==> src/design/mrpu_pkg.sv <==
// ----------------------------------------------------------------------------
// mrpu_pkg
// Types and constants shared by the RMSprop-with-momentum update pipeline.
// ----------------------------------------------------------------------------
package mrpu_pkg;

	localparam int IDX_W     = 12;
	localparam int DATA_W    = 32;
	localparam int SM_W      = 48;
	localparam int ROOT_W    = 24;
	localparam int DEN_W     = 25;
	localparam int NUM_W     = 48;
	localparam int CFG_IDX_W = 3;

	localparam logic [SM_W-1:0] SM_RESET = 48'd429496730;

	typedef enum logic [CFG_IDX_W-1:0] {
		REG_LEARNING_RATE = 3'd0,
		REG_DECAY_RATE    = 3'd1,
		REG_MOMENTUM_RATE = 3'd2,
		REG_EPSILON       = 3'd3
	} cfg_reg_t;

	typedef struct packed {
		logic [IDX_W-1:0]         param_index;
		logic signed [DATA_W-1:0] gradient;
		logic signed [DATA_W-1:0] param_value;
	} item_t;

	typedef struct packed {
		logic [IDX_W-1:0]         out_index;
		logic signed [DATA_W-1:0] new_value;
	} result_t;

endpackage

==> src/design/mrpu_sqrt.sv <==
// ----------------------------------------------------------------------------
// mrpu_sqrt
// Pipelined integer square root, one root bit per stage.
// ----------------------------------------------------------------------------
module mrpu_sqrt #(
	parameter int CW = 88
) (
	input  logic                        clk,
	input  logic                        arst_n,
	input  logic                        adv,
	input  logic                        in_valid,
	input  logic [mrpu_pkg::SM_W-1:0]   radicand,
	input  logic [CW-1:0]               in_carry,
	output logic                        root_valid,
	output logic [mrpu_pkg::ROOT_W-1:0] root,
	output logic [CW-1:0]               root_carry
);
	import mrpu_pkg::*;

	localparam int N = ROOT_W;

	logic              vld_q [N];
	logic [SM_W-1:0]   v_q   [N];
	logic [ROOT_W-1:0] rt_q  [N];
	logic [ROOT_W+1:0] rm_q  [N];
	logic [CW-1:0]     cw_q  [N];

	logic [SM_W-1:0]   sv    [N];
	logic [ROOT_W-1:0] srt   [N];
	logic [ROOT_W+1:0] srm   [N];
	logic [ROOT_W+3:0] cur   [N];
	logic [ROOT_W+1:0] trial [N];
	logic [SM_W-1:0]   nv    [N];
	logic [ROOT_W-1:0] nrt   [N];
	logic [ROOT_W+1:0] nrm   [N];

	always_comb begin
		sv[0]  = radicand;
		srt[0] = '0;
		srm[0] = '0;
		for (int k = 1; k < N; k++) begin
			sv[k]  = v_q[k-1];
			srt[k] = rt_q[k-1];
			srm[k] = rm_q[k-1];
		end
		for (int k = 0; k < N; k++) begin
			cur[k]   = {srm[k], sv[k][SM_W-1 -: 2]};
			trial[k] = {srt[k], 2'b01};
			if (cur[k] >= {2'b00, trial[k]}) begin
				nrm[k] = (ROOT_W+2)'(cur[k] - {2'b00, trial[k]});
				nrt[k] = {srt[k][ROOT_W-2:0], 1'b1};
			end else begin
				nrm[k] = cur[k][ROOT_W+1:0];
				nrt[k] = {srt[k][ROOT_W-2:0], 1'b0};
			end
			nv[k] = {sv[k][SM_W-3:0], 2'b00};
		end
	end

	always_ff @(posedge clk or negedge arst_n) begin
		if (!arst_n) begin
			for (int k = 0; k < N; k++) vld_q[k] <= 1'b0;
		end else if (adv) begin
			vld_q[0] <= in_valid;
			for (int k = 1; k < N; k++) vld_q[k] <= vld_q[k-1];
		end
	end

	always_ff @(posedge clk) begin
		if (adv) begin
			cw_q[0] <= in_carry;
			for (int k = 1; k < N; k++) cw_q[k] <= cw_q[k-1];
			for (int k = 0; k < N; k++) begin
				v_q[k]  <= nv[k];
				rt_q[k] <= nrt[k];
				rm_q[k] <= nrm[k];
			end
		end
	end

	assign root_valid = vld_q[N-1];
	assign root       = rt_q[N-1];
	assign root_carry = cw_q[N-1];

endmodule

==> config.mk <==
export PLATFORM = sky130hd
export DESIGN_NAME = mrpu_sqrt
export DESIGN_NICKNAME = d
export VERILOG_FILES = /design/src/design/mrpu_pkg.sv /design/src/design/mrpu_sqrt.sv
export SDC_FILE = /design/constraint.sdc
export NUM_CORES = 2
export LEC_CHECK = 0
export ABC_CLOCK_PERIOD_IN_PS = 9080
export BUFFER_PORTS_ARGS = -buffer_cell sky130_fd_sc_hd__buf_4
export CAP_MARGIN = 20
export CORE_ASPECT_RATIO = 1.1
export CORE_UTILIZATION = 55
export CTS_BUF_LIST = sky130_fd_sc_hd__clkbuf_4
export CTS_CLUSTER_DIAMETER = 200
export DETAILED_ROUTE_END_ITERATION = 10
export PLACE_DENSITY = 0.76
export SLEW_MARGIN = 40
export SYNTH_ARGS = -nofsm -noshare
export SYNTH_HDL_FRONTEND = slang
export SYNTH_MEMORY_MAX_BITS = 65536
export SYNTH_SLANG_ARGS = --single-unit
==> constraint.sdc <==
create_clock -name clk -period 9.08 [get_ports clk]
set_input_delay 1.816 -clock clk [delete_from_list [all_inputs] [get_ports clk]]
set_output_delay 1.816 -clock clk [all_outputs]
set_load 0.005 [all_outputs]
==> metrics list <==
* I/O pins: 253
* Highest clock frequency the design can meet: 0.253 GHz
- The tool flagged a number of max-cap violations equal to 0.
- For the worst-skew pair, the clock arrives at the later sink with an insertion delay of 1290 ps.
* CTS tree: built
- Least-Margin Pin Slew: 795 ps
- In this run the post-CTS setup repair buffer count came out at 0.
- STA puts the critical path data arrival time at 5020 ps.
* Clk Tree Root Cell: clkbuf_4
- Clock skew after layout: 111 ps
- Drt wl/cell: 16.2 µm
- The run finished with clean final reports.
- The initial utilization of the core area, before any placement, comes to 55.2%.
- Placed Cells: 10500
- Sequential share of the synthesized area: 81.8%
* Post-Synthesis Mean Instance Area: 18.0 µm²
- The hold violation count in the final report came to 0.
* Switching Share: 23.3%
- Critical path class: flip-flop to flip-flop
- The congestion estimate from routability-driven global placement came to 0.898.
* Instance count of the mapped netlist: 7227
* Total Nets Final: 8644
- Global-route wire length before repair: 308000 µm
- Kind of path behind the tightest hold check: flip-flop to flip-flop
- The analysis attributes to net switching a power of 8.34 mW.
* Area delta synth->final: 12.4%
- Row generation in the floorplan step produced 187 rows.
* Worst-case clock buffer depth: 4
- After global routing the overflow that remains totals 0.
- Yosys mapped a number of flops with a built-in enable equal to 3527.
- First-pass iteration count of the detailed router: 6
- Counting every sink on the clock net gives 3551.
- Count of cells along the worst hold path: 0
- Portion of the clock cycle consumed by the worst path in the final layout: 43.6%
- The count of cells in the finished layout, fillers not included, comes to 11900.
* Fill cells: 16600
- After floorplanning, the core was sized to cover 236000 µm².
- Unrepaired setup endpoints after global routing: false
- The routed design has 193000 µm of wire.
- Largest net degree at the start of global routing: 177
- STA classifies the critical path startpoint as a flip-flop.
- The number of cells on the worst reg-to-reg path is 10.
- The die is 512 µm tall.
- DRC violation count after routing: 0
- Internal reg-to-reg setup slack: 5120 ps
* Setup TNS: 0 ps
- The worst setup path is captured at a flip-flop.
- Gates resized, CTS repair: 0
- During placement, the flow inserted port buffers numbering 252.
* Slew HR: 46.6%
- Of the cells placed in the final design, the portion with a size suffix greater than 1 is 19.6%.
* Share of power burned in registers: 56.7%
- Vias in the first global route: 62600
* Number of buffers created by CTS: 819
- Final HPWL DP: 123000 µm
- The floorplan step defined a die boundary enclosing 239000 µm².
* Power per standard cell area: 245 nW/µm²
- Min-delay src: v_q[0][87]
* Post-synth cell types: 94
- Via count: 60900
- The number of nets in the synthesized netlist is 7693.
- Per report_power, the combinational group accounts for 9.4% of the total.
- Synthesis Warnings: 0
* Count of antenna-violating nets left after detailed routing: 0
- Final hold slack: 326 ps
- Drt via density: 5.11
- Hold Path Sink: v_q[0][135]
* Static leakage power: 53.9 nW
- Main synth FF type: edfxtp_1
- Synth async-reset ratio: 0.676%
- Power Internal: 27.5 mW
* Count of hold buffers inserted by post-cts repair: 0
- The die is 466 µm wide.
- Summing every instance area after synthesis gives 130000 µm².
* Total routing resource utilization after global routing: 16.0%
* Data required time at the worst endpoint: 10140 ps
- Part of the total power dissipated in the clock network: 33.9%
- Worst-case vdd ir drop: 224 µV
* Htree depth: 6
- Counting flops and latches in the post-synthesis netlist gives 3551.
* Max-slew violation count: 0
- In this run, the number of DRC markers left after iteration 0 of detailed routing was 3377.
* Clock slew at the register clock pins of the worst setup and hold paths: 80 ps
- The startpoint identified for the worst register-to-register timing path is rm_q[2][83].
- Number of antenna violations at the first check in global routing: 8
* Capture point of the worst reg-to-reg path: rm_q[2][110]
* Max FO, Critical Path: 30
- Setup violations remaining at the end of the flow were counted as 0.
- Post-layout min period: 3960 ps
## state kept, by name (all words and copies together), names as in the netlist
register    flops
root_valid      1
v_q           552
cw_q         2112
rt_q          300
rm_q          563
vld_q          23
## routing by layer
metal | routed length (µm) | vias up | part of all wire, % | GRT usage, %
li1 | - | 30000 | - | -
met2 | 104000 | 1352 | 54 | 29.0
met3 | 8840 | 454 | 4.6 | 3.87
met1 | 74000 | 29200 | 38 | 17.5
met4 | 6690 | 4 | 3.5 | 7.89
met5 | 44 | - | 0.023 | 0
## worst max-delay path by stage
stage,startpoint,endpoint,slack [ps],cells past startpoint
floorplan,rm_q[2][31],rm_q[2][62],6010,13
CTS,cw_q[2][630],root_carry[14],4980,1
detailed placement,adv,cw_q[2][685],4330,5
global route,rm_q[2][83],rm_q[2][107],4820,10
finish,rm_q[2][83],rm_q[2][110],5120,10
global placement,adv,cw_q[0][4],4600,3
## Yosys cell counts (19+ instances only)
cell / instances / area, µm²
edfxtp_1: 3527 / 106000
inv_1: 394 / 1480
ha_1: 326 / 4080
nand2_1: 324 / 1220
nor2_1: 322 / 1210
a21oi_1: 317 / 1590
xor2_1: 232 / 2030
o21ai_0: 227 / 1140
xnor2_1: 221 / 1940
a21o_1: 115 / 863
nor3_1: 114 / 571
buf_4: 88 / 661
nor4_1: 73 / 457
nand2b_1: 70 / 438
nand3_1: 67 / 335
clkbuf_1: 65 / 244
o21a_1: 64 / 480
mux2_2: 57 / 642
nor2b_1: 53 / 332
nand4_1: 52 / 325
or3_1: 48 / 300
o31ai_1: 37 / 278
or4_1: 31 / 233
a31oi_1: 28 / 175
or2_2: 25 / 156
dfrtp_1: 24 / 601
o21bai_1: 24 / 180
buf_2: 22 / 110
and3_1: 20 / 125
o211ai_1: 19 / 143
## power groups by stage
| stage | Combinational (mW) | Clock [mW] | Sequential, mW |
|---|---|---|---|
| 2_1_floorplan | 2.32 | 0 | 20.4 |
| 3_3_place_gp | 3.25 | 0 | 20.6 |
| 3_5_place_dp | 3.35 | 0 | 20.7 |
| 4_1_cts | 3.37 | 12.7 | 20.3 |
| 5_1_grt | 3.73 | 13.5 | 20.4 |
| 6_report | 3.37 | 12.2 | 20.3 |
## worst max-delay path, cell delays in order, from the launching register on
cell and delay (ps):
edfxtp_1 410, ha_1 400, and4_1 350, o311ai_0 270
a31oi_1 310, o31ai_1 200, o21ai_0 370, a21oi_1 90
o21ai_2 480, buf_4 410, mux2_2 380
## through the flow
step / instance area, µm² / setup slack [ps] / power, mW / util [%]
floorplan: 130000 / 6010 / 22.7 / -
global placement: 136000 / 4600 / 23.9 / 57.5
detailed placement: 136000 / 4330 / 24.0 / 57.6
CTS: 146000 / 4980 / 36.4 / 62.0
global route: 146000 / 4820 / 37.7 / 62.1
finish: 146000 / 5120 / 35.8 / 62.1
## cell type report
class | count | area [µm²] | area share, %
Inverter | 396 | 1490 | 1.02
Timing Repair Buffer | 311 | 2740 | 1.87
Multi-Input combinational cell | 3099 | 21300 | 14.6
Tap cell | 3118 | 3900 | 2.66
Clock buffer | 1202 | 9020 | 6.16
Clock inverter | 239 | 1400 | 0.956
Antenna cell | 6 | 15.0 | 0.0103
Sequential cell | 3551 | 107000 | 72.8
## cells by family (layout without fill, tap and decap cells)
| family | Yosys count | count (layout) | synth area share [%] |
|---|---|---|---|
| flops | 3551 | 3551 | 81.8 |
| simple gates | 1272 | 1272 | 4.85 |
| compound gates | 976 | 976 | 4.67 |
| other cells | 1 | 7 | 0.00288 |
| xor+xnor | 453 | 453 | 3.05 |
| mux | 71 | 71 | 0.600 |
| fa+ha+maj | 326 | 326 | 3.13 |
| buf+inv | 577 | 2148 | 1.95 |
## placed cells by master (no fill, tap or decap), types with 221 or more instances in the layout
cell type  netlist  final
edfxtp_1      3527   3527
clkbuf_4         0   1202
inv_1          394    394
ha_1           326    326
nand2_1        324    323
nor2_1         322    322
a21oi_1        317    316
buf_4           88    279
xor2_1         232    232
o21ai_0        227    227
xnor2_1        221    221
(Power assumes the default switching activity.)
